**src/rtl/tws_pkg.sv**
```systemverilog
`default_nettype none

package tws_pkg;

    // Command codes as they arrive on the request side.
    localparam logic [3:0] FN_NONE  = 4'd0;
    localparam logic [3:0] FN_START = 4'd1;
    localparam logic [3:0] FN_STOP  = 4'd2;
    localparam logic [3:0] FN_ACK   = 4'd3;
    localparam logic [3:0] FN_NACK  = 4'd4;
    localparam logic [3:0] FN_CHECK = 4'd5;
    localparam logic [3:0] FN_WRITE = 4'd6;
    localparam logic [3:0] FN_READ  = 4'd7;
    localparam logic [3:0] FN_BURST = 4'd8;

    localparam int TICK_W  = 15;
    localparam int BURST_W = 14;

    // Sequencer state: the command in progress, one-hot.
    typedef enum logic [8:0] {
        ST_IDLE  = 9'b000000001,
        ST_START = 9'b000000010,
        ST_STOP  = 9'b000000100,
        ST_ACK   = 9'b000001000,
        ST_NACK  = 9'b000010000,
        ST_CHECK = 9'b000100000,
        ST_WRITE = 9'b001000000,
        ST_READ  = 9'b010000000,
        ST_BURST = 9'b100000000
    } t_state;

    // Levels of the two lines; rel means the data line is released.
    typedef struct packed {
        logic rel;
        logic sda;
        logic scl;
    } t_line;

    // One result per tick, handed from the sequencer core to the output stage.
    typedef struct packed {
        logic       scl;
        logic       sda;
        logic       rel;
        logic       busy;
        logic       done;
        logic [7:0] rx;
        logic       ack;
    } t_result;

endpackage

`default_nettype wire

```
**src/rtl/tws_core.sv**
```systemverilog
`default_nettype none

module tws_core (
    input  wire logic                        i_clk,
    input  wire logic                        i_rst_n,
    input  wire logic                        i_step,
    input  wire logic [3:0]                  i_func,
    input  wire logic [7:0]                  i_tx_byte,
    input  wire logic [tws_pkg::BURST_W-1:0] i_burst_periods,
    input  wire logic                        i_sda_in,
    output tws_pkg::t_result                 o_res
);
    import tws_pkg::*;

    t_state               r_state;
    logic [TICK_W-1:0]    r_tick;
    logic [7:0]           r_sr;
    logic [BURST_W-1:0]   r_bl;
    t_line                r_line;
    logic                 r_ack;

    t_state               dec;
    t_state               st_eff;
    logic                 launch;
    logic [TICK_W-1:0]    t;
    logic [7:0]           sr;
    logic [BURST_W-1:0]   bl;
    logic [BURST_W-1:0]   bl_dec;
    logic                 busy;
    logic                 done;
    logic                 wr_bit;
    logic [7:0]           rx;
    t_line                cur;
    t_line                fin;
    logic [7:0]           n_sr;
    logic [BURST_W-1:0]   n_bl;
    logic                 n_ack;

    // Decode the requested command; unknown codes leave the block idle.
    always_comb begin
        unique case (i_func)
            FN_START: dec = ST_START;
            FN_STOP:  dec = ST_STOP;
            FN_ACK:   dec = ST_ACK;
            FN_NACK:  dec = ST_NACK;
            FN_CHECK: dec = ST_CHECK;
            FN_WRITE: dec = ST_WRITE;
            FN_READ:  dec = ST_READ;
            FN_BURST: dec = ST_BURST;
            default:  dec = ST_IDLE;
        endcase
    end

    // A command launched on this tick starts from a fresh count and operands.
    assign launch = (r_state == ST_IDLE);
    assign st_eff = launch ? dec : r_state;
    assign t      = launch ? '0 : r_tick;
    assign busy   = (st_eff != ST_IDLE);
    assign bl     = (launch && dec == ST_BURST) ? i_burst_periods : r_bl;
    assign bl_dec = bl - BURST_W'(1);
    assign wr_bit = sr[~t[3:1]];

    always_comb begin
        if (launch && dec == ST_WRITE) begin
            sr = i_tx_byte;
        end else if (launch && dec == ST_READ) begin
            sr = '0;
        end else begin
            sr = r_sr;
        end
    end

    // Line levels, completion and operand updates for the current tick.
    always_comb begin
        cur   = r_line;
        fin   = r_line;
        done  = 1'b0;
        rx    = '0;
        n_sr  = sr;
        n_bl  = bl;
        n_ack = r_ack;
        unique case (st_eff) inside
            ST_IDLE: begin
                cur = r_line;
            end
            ST_START: begin
                cur  = '{rel: 1'b0, sda: (t < TICK_W'(2)), scl: (t != '0)};
                done = (t >= TICK_W'(2));
                fin  = '{rel: 1'b0, sda: 1'b0, scl: 1'b0};
            end
            ST_STOP: begin
                cur  = '{rel: 1'b0, sda: (t >= TICK_W'(2)), scl: (t != '0)};
                done = (t >= TICK_W'(2));
                fin  = '{rel: 1'b0, sda: 1'b1, scl: 1'b1};
            end
            ST_ACK, ST_NACK: begin
                cur  = '{rel: 1'b0, sda: (st_eff == ST_NACK), scl: (t != '0)};
                done = (t != '0);
                fin  = '{rel: 1'b0, sda: (st_eff == ST_NACK), scl: 1'b0};
            end
            ST_CHECK: begin
                cur = '{rel: 1'b1, sda: 1'b0, scl: (t != '0)};
                if (t != '0) begin
                    n_ack = ~i_sda_in;
                    done  = 1'b1;
                end
                fin = '{rel: 1'b1, sda: 1'b0, scl: 1'b0};
            end
            ST_WRITE: begin
                cur  = '{rel: 1'b0, sda: wr_bit, scl: t[0]};
                done = (t >= TICK_W'(15));
                fin  = '{rel: 1'b0, sda: wr_bit, scl: 1'b0};
            end
            ST_READ: begin
                cur = '{rel: 1'b1, sda: 1'b0, scl: t[0]};
                // Sample at the end of each low tick, most significant bit first.
                if (!t[0]) begin
                    n_sr = {sr[6:0], i_sda_in};
                end
                if (t >= TICK_W'(15)) begin
                    done = 1'b1;
                    rx   = n_sr;
                end
                fin = '{rel: 1'b1, sda: 1'b0, scl: 1'b0};
            end
            ST_BURST: begin
                if (bl == '0) begin
                    cur  = '{rel: r_line.rel, sda: r_line.sda, scl: 1'b0};
                    done = 1'b1;
                end else begin
                    cur = '{rel: r_line.rel, sda: r_line.sda, scl: t[0]};
                    if (t[0]) begin
                        n_bl = bl_dec;
                        done = (bl_dec == '0);
                    end
                end
                fin = '{rel: r_line.rel, sda: r_line.sda, scl: 1'b0};
            end
            default: begin
                cur = r_line;
            end
        endcase
    end

    // State advances once per accepted tick.
    always_ff @(posedge i_clk) begin
        if (!i_rst_n) begin
            r_state <= ST_IDLE;
            r_tick  <= '0;
            r_sr    <= '0;
            r_bl    <= '0;
            r_line  <= '0;
            r_ack   <= 1'b0;
        end else if (i_step && busy) begin
            r_sr  <= n_sr;
            r_bl  <= n_bl;
            r_ack <= n_ack;
            if (done) begin
                r_state <= ST_IDLE;
                r_tick  <= '0;
                r_line  <= fin;
            end else begin
                r_state <= st_eff;
                r_tick  <= t + TICK_W'(1);
                r_line  <= cur;
            end
        end
    end

    assign o_res = '{
        scl:  cur.scl,
        sda:  cur.sda & ~cur.rel,
        rel:  cur.rel,
        busy: busy,
        done: done,
        rx:   rx,
        ack:  n_ack
    };

endmodule

`default_nettype wire

```
**src/rtl/two_wire_master_bit_sequencer.sv**
```systemverilog
`default_nettype none

// Channel   Direction  tdata fields (low bit up)                     tuser      tlast
// s_axis    in         tx_byte[7:0] burst_periods[21:8] sda_in[22]   func[3:0]  -
// m_axis    out        scl[0] sda[1] released[2] busy[3]             -          done
//                      rx_byte[11:4] ack_ok[12]
//
// Each request is one delay tick and yields exactly one result, in the cycle after
// acceptance, through a single output register.
// One request per cycle unless results stall; the output register is the only stage.
// Reset puts the sequencer idle with clock low and data driven low, ack_ok 0.
// When the result side stalls, tready drops only while the output register is full.
module two_wire_master_bit_sequencer (
    input  wire logic        i_clk,
    input  wire logic        i_rst_n,
    input  wire logic        s_axis_tvalid,
    output logic             s_axis_tready,
    input  wire logic [23:0] s_axis_tdata,   // tx_byte, burst_periods, sda_in, zero pad
    input  wire logic [3:0]  s_axis_tuser,   // func
    output logic             m_axis_tvalid,
    input  wire logic        m_axis_tready,
    output logic [15:0]      m_axis_tdata,   // scl, sda, released, busy, rx_byte, ack_ok
    output logic             m_axis_tlast
);
    import tws_pkg::*;

    logic    step;
    t_result res;
    t_result r_res;
    logic    r_valid;

    assign s_axis_tready = !r_valid || m_axis_tready;
    assign step          = s_axis_tvalid && s_axis_tready;

    tws_core u_core (
        .i_clk           (i_clk),
        .i_rst_n         (i_rst_n),
        .i_step          (step),
        .i_func          (s_axis_tuser),
        .i_tx_byte       (s_axis_tdata[7:0]),
        .i_burst_periods (s_axis_tdata[21:8]),
        .i_sda_in        (s_axis_tdata[22]),
        .o_res           (res)
    );

    // Output register for the result of each accepted request.
    always_ff @(posedge i_clk) begin
        if (!i_rst_n) begin
            r_valid <= 1'b0;
        end else if (step) begin
            r_valid <= 1'b1;
        end else if (m_axis_tready) begin
            r_valid <= 1'b0;
        end
    end

    always_ff @(posedge i_clk) begin
        if (step) begin
            r_res <= res;
        end
    end

    assign m_axis_tvalid = r_valid;
    assign m_axis_tlast  = r_res.done;
    assign m_axis_tdata  = {3'b000, r_res.ack, r_res.rx, r_res.busy,
                            r_res.rel, r_res.sda, r_res.scl};

    // A finished command is always a busy tick.
    a_done_busy: assert property (@(posedge i_clk) disable iff (!i_rst_n)
        m_axis_tvalid && m_axis_tlast |-> m_axis_tdata[3])
        else $error("done without busy");

    // A released data line is never reported as driven high.
    a_rel_sda: assert property (@(posedge i_clk) disable iff (!i_rst_n)
        m_axis_tvalid && m_axis_tdata[2] |-> !m_axis_tdata[1])
        else $error("data driven while released");

    // The received byte is shown only on the final tick of a command.
    a_rx_final: assert property (@(posedge i_clk) disable iff (!i_rst_n)
        m_axis_tvalid && !m_axis_tlast |-> m_axis_tdata[11:4] == 8'd0)
        else $error("rx byte outside final tick");

    // An idle result never carries a completion.
    a_idle_quiet: assert property (@(posedge i_clk) disable iff (!i_rst_n)
        m_axis_tvalid && !m_axis_tdata[3] |-> !m_axis_tlast)
        else $error("done while idle");

endmodule

`default_nettype wire

```
**config.mk**
```make
export PLATFORM = sky130hd
export DESIGN_NAME = two_wire_master_bit_sequencer
export DESIGN_NICKNAME = d
export VERILOG_FILES = /design/src/rtl/tws_pkg.sv /design/src/rtl/tws_core.sv /design/src/rtl/two_wire_master_bit_sequencer.sv
export SDC_FILE = /design/constraint.sdc
export NUM_CORES = 1
export LEC_CHECK = 0
export BUFFER_PORTS_ARGS = -buffer_cell sky130_fd_sc_hd__buf_2
export CAP_MARGIN = 20
export CORE_UTILIZATION = 50
export DETAILED_ROUTE_END_ITERATION = 10
export HOLD_SLACK_MARGIN = 0.03
export PLACE_DENSITY_LB_ADDON = 0.25
export SLEW_MARGIN = 30
export SYNTH_ARGS = -nofsm -noshare
export SYNTH_HDL_FRONTEND = slang
export SYNTH_SLANG_ARGS = --single-unit
```
**constraint.sdc**
```tcl
create_clock -name i_clk -period 11.6 [get_ports i_clk]
set_input_delay 0.58 -clock i_clk [delete_from_list [all_inputs] [get_ports i_clk]]
set_output_delay 0.58 -clock i_clk [all_outputs]
set_load 0.03 [all_outputs]
```
==> results.rst, run 1 <==
.. list-table::
   :header-rows: 1

   * - Metric
     - Value
   * - Run status
     - complete, no violations
   * - Wire length of the first global-routing pass
     - 21300 um
   * - RSZ-0062 raised after global routing
     - no
   * - Vias
     - 4760
   * - Actual transition at the worst max-transition pin
     - 0.906 ns
   * - Number of warnings issued by yosys
     - 0
   * - Clock transition at the registers of the reported paths
     - 0.08 ns
   * - Final RePlAce weighted congestion
     - 0.906
   * - Starting utilization of the core area
     - 51.3%
   * - Initial antenna violation count
     - 0
   * - Clk Latency, worst-skew pair
     - 0.35 ns
   * - Commonest non-fill, non-tap cell in the layout
     - sky130_fd_sc_hd__nand2_1
   * - Switching share of total power
     - 33.9%
   * - Post-CTS setup repair buffer count
     - 0
   * - Setup crit end
     - u_core.r_state[0]
   * - Fillers
     - 875
   * - Number of placement rows
     - 35
   * - Category of the critical setup timing path
     - flop to flop
   * - Shortest period the worst path allows
     - 5.13 ns
   * - Share of async-settable or async-resettable flops after synthesis
     - 0%
   * - Beginning of the critical path
     - u_core.r_state[0]
   * - Relative contribution of the clock network to total power
     - 34.6%
   * - Seq/Total Area, Yosys
     - 30.6%
   * - Number of hold-slack violations in the final timing report
     - 0
   * - Sequential cell fraction of total power
     - 39.9%
   * - Register-to-register setup slack
     - 6.47 ns
   * - Achievable frequency
     - 195 MHz
   * - Leak Pwr
     - 1.82 nW
   * - Final setup fails
     - 0
   * - Die outline area
     - 0.00983 mm2
   * - Worst Clk Skew
     - 0.0110 ns
   * - Number of flops mapped to enable cells by yosys
     - 14
   * - Synth top area cells
     - sky130_fd_sc_hd__dfxtp_1 (22%), sky130_fd_sc_hd__edfxtp_1 (8.9%), sky130_fd_sc_hd__nand2_1 (5.4%), sky130_fd_sc_hd__a21oi_1 (5.0%), sky130_fd_sc_hd__nor2_1 (4.4%)
   * - Die Y
     - 99.1 um
   * - Total area of multi-input combinational cells
     - 0.00303 mm2
   * - Area growth syn-to-layout
     - 9.15%
   * - Post-detailed-route wirelength per cell
     - 17.3 um
   * - Critical register-to-register path startpoint
     - u_core.r_state[0]
   * - Worst endpoint required time
     - 11.84 ns
   * - Pwr/cell area
     - 121 mW/mm2
   * - GR Util All Layers
     - 26.9%
   * - Worst Setup Start Kind
     - flop
   * - Share of power burned in combinational logic
     - 25.4%
   * - Post-Synthesis Cells
     - 603
   * - Maximum net fanout on the critical path
     - 25
   * - DRC violation total after the first TritonRoute iteration
     - 286
   * - Fraction of the cycle the final worst path needs
     - 44.2%
   * - CTS Hold Bufs
     - 0
   * - Worst reg2reg path endpoint
     - u_core.r_state[0]
   * - Share of the synthesized area in the top cell type
     - 21.6%
   * - Floorplan core area
     - 0.00920 mm2
   * - Kind of end point of the critical path
     - flop
   * - Critical Path AT
     - 5.38 ns
   * - Ant. Diodes
     - 0
   * - Worst-case reg-to-reg path depth
     - 12
   * - Number of register bits inferred by synthesis
     - 65
   * - Detailed-router iteration count before antenna repair
     - 5
   * - Number of pins with negative max-slew slack in the final report
     - 0
   * - Net switching power
     - 211 uW
   * - CTS tree
     - built
   * - Number of nets with antenna violations after routing
     - 0
   * - DRC errors left
     - 0
   * - Storage cell area
     - 0.00144 mm2
   * - Number of non-filler instances in the completed layout
     - 737
   * - HP Class
     - flop to flop
   * - Horiz. Die Dim
     - 99.1 um
   * - Internal power contribution
     - 412 uW
   * - Setup TNS
     - 0 ns
   * - Count of pins on the block boundary
     - 51
   * - Master cell of the clock root buffer
     - sky130_fd_sc_hd__clkbuf_8
   * - Headroom to the max-slew limit
     - 39.2%
   * - Vias per inst
     - 6.46
   * - Leftover overflow at the end of global routing
     - 0
   * - Final-stage net count
     - 658
   * - CTS max path bufs
     - 2
   * - Most used cells in the layout excluding fill and tap cells
     - sky130_fd_sc_hd__nand2_1 (68), sky130_fd_sc_hd__nor2_1 (55), sky130_fd_sc_hd__dfxtp_1 (51)
   * - Pin count of the biggest net entering global routing
     - 47
   * - # H-tree levels
     - 3
   * - Synthesized cell area
     - 0.00472 mm2
   * - Fraction of final layout cells with drive strength greater than 1
     - 17.1%
   * - CTS sink count
     - 65
   * - Estimated wirelength of the detail-placed design
     - 8740 um
   * - Number of violations of the max-capacitance limit
     - 0
   * - Post-cts repair resize count
     - 0
   * - Worst IR drop on VDD
     - 0.0699 mV
   * - CTS buffer count
     - 9
   * - Count of input and output buffers
     - 46
   * - Avg Inst Size Synth
     - 7.82 um2
   * - Total wirelength of the detailed-routed design
     - 12800 um
   * - Instance count after placement with tap cells included
     - 721
   * - Flip-flop cell with the highest count after synthesis
     - sky130_fd_sc_hd__dfxtp_1
   * - Number of global-route vias before repair
     - 4292
   * - Library cells used by synthesis
     - 85
   * - Dominant cell type by area after synthesis
     - sky130_fd_sc_hd__dfxtp_1
## cell families after synthesis
logic type / share of synthesized area (%)
AOI/OAI and AO/OA: 23.7
and+or+nand+nor: 32.8
buffers and inverters: 5.73
other: 0.0795
xor gates and xnor gates: 2.41
adders and majority gates: 1.33
DFF: 30.6
muxes: 3.34
## metrics by stage
| step | power, mW | setup WS, ns | utilization [%] | cell area, um2 | hold WS (ns) |
|---|---|---|---|---|---|
| after floorplan | 0.368 | 6.98 | - | 4720 | 0.432 |
| after global placement | 0.407 | 6.67 | 53.6 | 4930 | 0.440 |
| after detailed placement | 0.409 | 6.58 | 53.6 | 4930 | 0.450 |
| after CTS | 0.624 | 6.56 | 56.0 | 5150 | 0.465 |
| after global routing | 0.652 | 5.99 | 56.0 | 5150 | 0.475 |
| final | 0.623 | 6.47 | 56.0 | 5150 | 0.467 |
## layout make-up
cell class	instances	area share [%]
Tap cell	111	2.70
Timing Repair Buffer	50	5.05
Multi-Input combinational cell	480	58.9
Clock buffer	9	2.41
Inverter	15	1.09
Sequential cell	65	28.0
Clock inverter	7	1.82
## metal layers
metal | vias up | part of all wire, % | routed length, um | track usage, %
met3 | 18 | 6.1 | 783 | 3.30
met2 | 173 | 46 | 5860 | 42.4
met5 | - | 0 | 0 | 0
met4 | 0 | 1.7 | 218 | 10.4
li1 | 2294 | - | - | -
met1 | 2275 | 46 | 5910 | 37.8
## critical path, cell delays in order, from the launching register on
cell and delay [ns]:
sky130_fd_sc_hd__dfxtp_1 0.54, sky130_fd_sc_hd__nor4b_2 0.57, sky130_fd_sc_hd__nand3_1 0.72, sky130_fd_sc_hd__nand2_1 0.74, sky130_fd_sc_hd__inv_1 0.42, sky130_fd_sc_hd__ha_1 0.37, sky130_fd_sc_hd__nand3_1 0.18, sky130_fd_sc_hd__a31o_2 0.24
sky130_fd_sc_hd__a21oi_2 0.05, sky130_fd_sc_hd__a211oi_2 0.33, sky130_fd_sc_hd__o21a_4 0.39, sky130_fd_sc_hd__o21ai_0 0.26, sky130_fd_sc_hd__nand2b_1 0.20
## cells in the mapped netlist (7+ instances only)
cell                       count
sky130_fd_sc_hd__a211oi_1      8
sky130_fd_sc_hd__a21oi_1      47
sky130_fd_sc_hd__a31oi_1       7
sky130_fd_sc_hd__and2_1        8
sky130_fd_sc_hd__clkbuf_1     27
sky130_fd_sc_hd__dfxtp_1      51
sky130_fd_sc_hd__edfxtp_1     14
sky130_fd_sc_hd__inv_1        13
sky130_fd_sc_hd__mux2i_1      11
sky130_fd_sc_hd__nand2_1      68
sky130_fd_sc_hd__nand2b_1      7
sky130_fd_sc_hd__nand3_1      23
sky130_fd_sc_hd__nand4_1      11
sky130_fd_sc_hd__nor2_1       55
sky130_fd_sc_hd__nor3_1       27
sky130_fd_sc_hd__nor3b_1       7
sky130_fd_sc_hd__nor4_1       13
sky130_fd_sc_hd__o21ai_0      29
sky130_fd_sc_hd__o31ai_1       7
sky130_fd_sc_hd__or3_1         7
sky130_fd_sc_hd__or4_1        11
sky130_fd_sc_hd__xnor2_1       7
## registers in the layout, summed over array words and instances, names as in the netlist, 3 cells and up
name,flops
u_core.r_bl,14
u_core.r_tick,15
u_core.r_line,3
m_axis_tdata,13
u_core.r_sr,8
u_core.r_state,9
## power by group through the flow
stage | Combinational, mW | Sequential [mW] | Clock [mW]
floorplan | 0.109 | 0.259 | 0
global placement | 0.153 | 0.254 | 0
detailed placement | 0.155 | 0.254 | 0
CTS | 0.156 | 0.249 | 0.219
global route | 0.172 | 0.250 | 0.230
finish | 0.158 | 0.249 | 0.216
## how the worst min path moves through the flow
stage                endpoint  cells past startpoint      startpoint  slack (ns)
5_1_grt        u_core.r_sr[2]                      2  u_core.r_sr[2]        0.47
3_5_place_dp   u_core.r_sr[2]                      2  u_core.r_sr[2]        0.45
3_3_place_gp     u_core.r_ack                      2    u_core.r_ack        0.44
4_1_cts        u_core.r_sr[2]                      2  u_core.r_sr[2]        0.46
6_report       u_core.r_sr[2]                      2  u_core.r_sr[2]        0.47
2_1_floorplan  u_core.r_sr[2]                      2  u_core.r_sr[2]        0.43
(Power assumes the default switching activity.)
==> run 2: changes to the inputs <==
==> constraint.sdc (replaced) <==
create_clock -name i_clk -period 4.5 [get_ports i_clk]
set_input_delay 0.225 -clock i_clk [delete_from_list [all_inputs] [get_ports i_clk]]
set_output_delay 0.225 -clock i_clk [all_outputs]
set_load 0.03 [all_outputs]
==> run 2 against run 1 <==
Core utilization increased by 1.0 points; clock skew up 0.0035 ns; hold slack worse by 0.36 ns; sequential share of layout area is 0.50 points lower; final cell count grew 1.8%; power rose to 2.6 times the previous value; global-route usage rose by 0.65 points; sequential cell count unchanged; clock power increased by 140%; worst setup slack worse by 6.2 ns; critical path type unchanged; count of clock-buffer cells in the layout unchanged; via count increased by 0.17%.
==> results.rst, run 2 (synthesis gave the netlist of run 1 again) <==
.. list-table::
   :header-rows: 1

   * - Metric
     - Value
   * - Worst IR drop on VDD
     - 0.144 mV
   * - Critical Path AT
     - 4.51 ns
   * - Fraction of the cycle the final worst path needs
     - 94.8%
   * - Overall power after layout
     - 1.59 mW
   * - Estimated wirelength of the detail-placed design
     - 9160 um
   * - Commonest non-fill, non-tap cell in the layout
     - sky130_fd_sc_hd__nand2_1
   * - Pwr/cell area
     - 304 mW/mm2
   * - Actual transition at the worst max-transition pin
     - 0.930 ns
   * - Area growth syn-to-layout
     - 11.1%
   * - Finished Core Util
     - 57.0%
   * - Final-stage net count
     - 671
   * - DRC violation total after the first TritonRoute iteration
     - 306
   * - DRC errors left
     - 0
   * - Floorplan core area
     - 0.00920 mm2
   * - Category of the critical setup timing path
     - flop to flop
   * - Count of pins on the block boundary
     - 51
   * - # H-tree levels
     - 3
   * - Fillers
     - 880
   * - Clock transition at the registers of the reported paths
     - 0.08 ns
   * - CTS buffer count
     - 9
   * - Leak Pwr
     - 1.88 nW
   * - RSZ-0062 raised after global routing
     - no
   * - Horiz. Die Dim
     - 99.1 um
   * - Run status
     - complete, no violations
   * - Worst Setup Start Kind
     - flop
   * - Internal power contribution
     - 1.03 mW
   * - Most used cells in the layout excluding fill and tap cells
     - sky130_fd_sc_hd__nand2_1 (68), sky130_fd_sc_hd__nor2_1 (55), sky130_fd_sc_hd__dfxtp_1 (51)
   * - Wire length of the first global-routing pass
     - 21600 um
   * - Largest register FFs
     - 15
   * - Number of nets with antenna violations after routing
     - 0
   * - Setup TNS
     - 0 ns
   * - Number of placement rows
     - 35
   * - HP Class
     - primary input to flop
   * - Vias
     - 4768
   * - GR Util All Layers
     - 27.6%
   * - Count of input and output buffers
     - 46
   * - Worst endpoint required time
     - 4.74 ns
   * - Post-cts repair resize count
     - 0
   * - Maximum net fanout on the critical path
     - 25
   * - Register with the most flip-flops
     - u_core.r_tick
   * - Switching share of total power
     - 35.6%
   * - Share of power burned in combinational logic
     - 27.1%
   * - Number of hold-slack violations in the final timing report
     - 0
   * - Net switching power
     - 566 uW
   * - Clk Latency, worst-skew pair
     - 0.36 ns
   * - Headroom to the max-slew limit
     - 37.2%
   * - Number of global-route vias before repair
     - 4285
   * - Fraction of final layout cells with drive strength greater than 1
     - 18.9%
   * - Shortest period the worst path allows
     - 4.27 ns
   * - Initial antenna violation count
     - 0
   * - Sequential cell fraction of total power
     - 40.1%
   * - Pin count of the biggest net entering global routing
     - 47
   * - Number of pins with negative max-slew slack in the final report
     - 0
   * - Post-detailed-route wirelength per cell
     - 17.3 um
   * - Final setup fails
     - 0
   * - Final RePlAce weighted congestion
     - 0.956
   * - Total wirelength of the detailed-routed design
     - 13000 um
   * - Die outline area
     - 0.00983 mm2
   * - Kind of end point of the critical path
     - flop
   * - Post-CTS setup repair buffer count
     - 0
   * - Relative contribution of the clock network to total power
     - 32.8%
   * - Achievable frequency
     - 234 MHz
   * - Detailed-router iteration count before antenna repair
     - 4
   * - Worst Clk Skew
     - 0.0146 ns
   * - CTS sink count
     - 65
   * - Leftover overflow at the end of global routing
     - 0
   * - CTS max path bufs
     - 2
   * - Vias per inst
     - 6.36
   * - Ant. Diodes
     - 0
   * - Starting utilization of the core area
     - 51.3%
   * - CTS Hold Bufs
     - 0
   * - Master cell of the clock root buffer
     - sky130_fd_sc_hd__clkbuf_8
   * - Number of violations of the max-capacitance limit
     - 0
   * - CTS tree
     - built
   * - Die Y
     - 99.1 um
[run 2: cell type report]
class | instances | area [um2] | area share, %
multi-input cells | 480 | 3030 | 57.9
flip-flops and latches | 65 | 1440 | 27.5
repair buffers | 63 | 370 | 7.06
well taps | 111 | 139 | 2.65
inverters | 15 | 56.3 | 1.07
clock inverters | 7 | 77.6 | 1.48
clock buffers | 9 | 124 | 2.36
[run 2: path summary, 6_finish.rpt]
check	to	slack, ns	from	depth (start not counted)
max	u_core.r_tick[10]	0.23	u_core.r_state[3]	11
min	m_axis_tvalid	0.11	s_axis_tvalid	3
max reg2reg	u_core.r_tick[10]	0.23	u_core.r_state[3]	11
min reg2reg	u_core.r_sr[7]	0.46	u_core.r_sr[7]	2
[run 2: critical path, stage by stage, from the launching register on]
cell                      delay (ns)
sky130_fd_sc_hd__dfxtp_1        0.37
sky130_fd_sc_hd__or4_1          0.61
sky130_fd_sc_hd__nor4_4         0.43
sky130_fd_sc_hd__mux2i_1        0.34
sky130_fd_sc_hd__ha_1           0.23
sky130_fd_sc_hd__or4b_2         0.59
sky130_fd_sc_hd__or4_1          0.42
sky130_fd_sc_hd__a21oi_1        0.15
sky130_fd_sc_hd__a31oi_1        0.15
sky130_fd_sc_hd__o21a_4         0.34
sky130_fd_sc_hd__and3_4         0.24
sky130_fd_sc_hd__a221o_1        0.29
[run 2: layer usage]
metal | up-vias | GRT usage, % | share of wire, %
li1 | 2328 | - | -
met1 | 2275 | 38.1 | 46
met2 | 152 | 44.3 | 47
met3 | 13 | 4.15 | 5.3
met4 | 0 | 9.16 | 1.3
met5 | - | 0 | 0
[run 2: power groups by stage]
stage / clock, mW / combinational, mW / sequential [mW]
floorplan: 0 / 0.282 / 0.668
global placement: 0 / 0.418 / 0.650
detailed placement: 0 / 0.426 / 0.651
CTS: 0.529 / 0.428 / 0.638
global route: 0.555 / 0.474 / 0.641
finish: 0.523 / 0.432 / 0.638
[run 2: through the flow]
stage	cell area, um2	instances	hold WS [ns]	setup WS (ns)
after floorplan	4720	605	0.354	0.180
after global placement	5040	734	0.438	0.333
after detailed placement	5040	734	0.447	0.275
after CTS	5240	750	0.0955	0.263
after global routing	5240	750	0.130	0.0379
final	5240	750	0.111	0.232
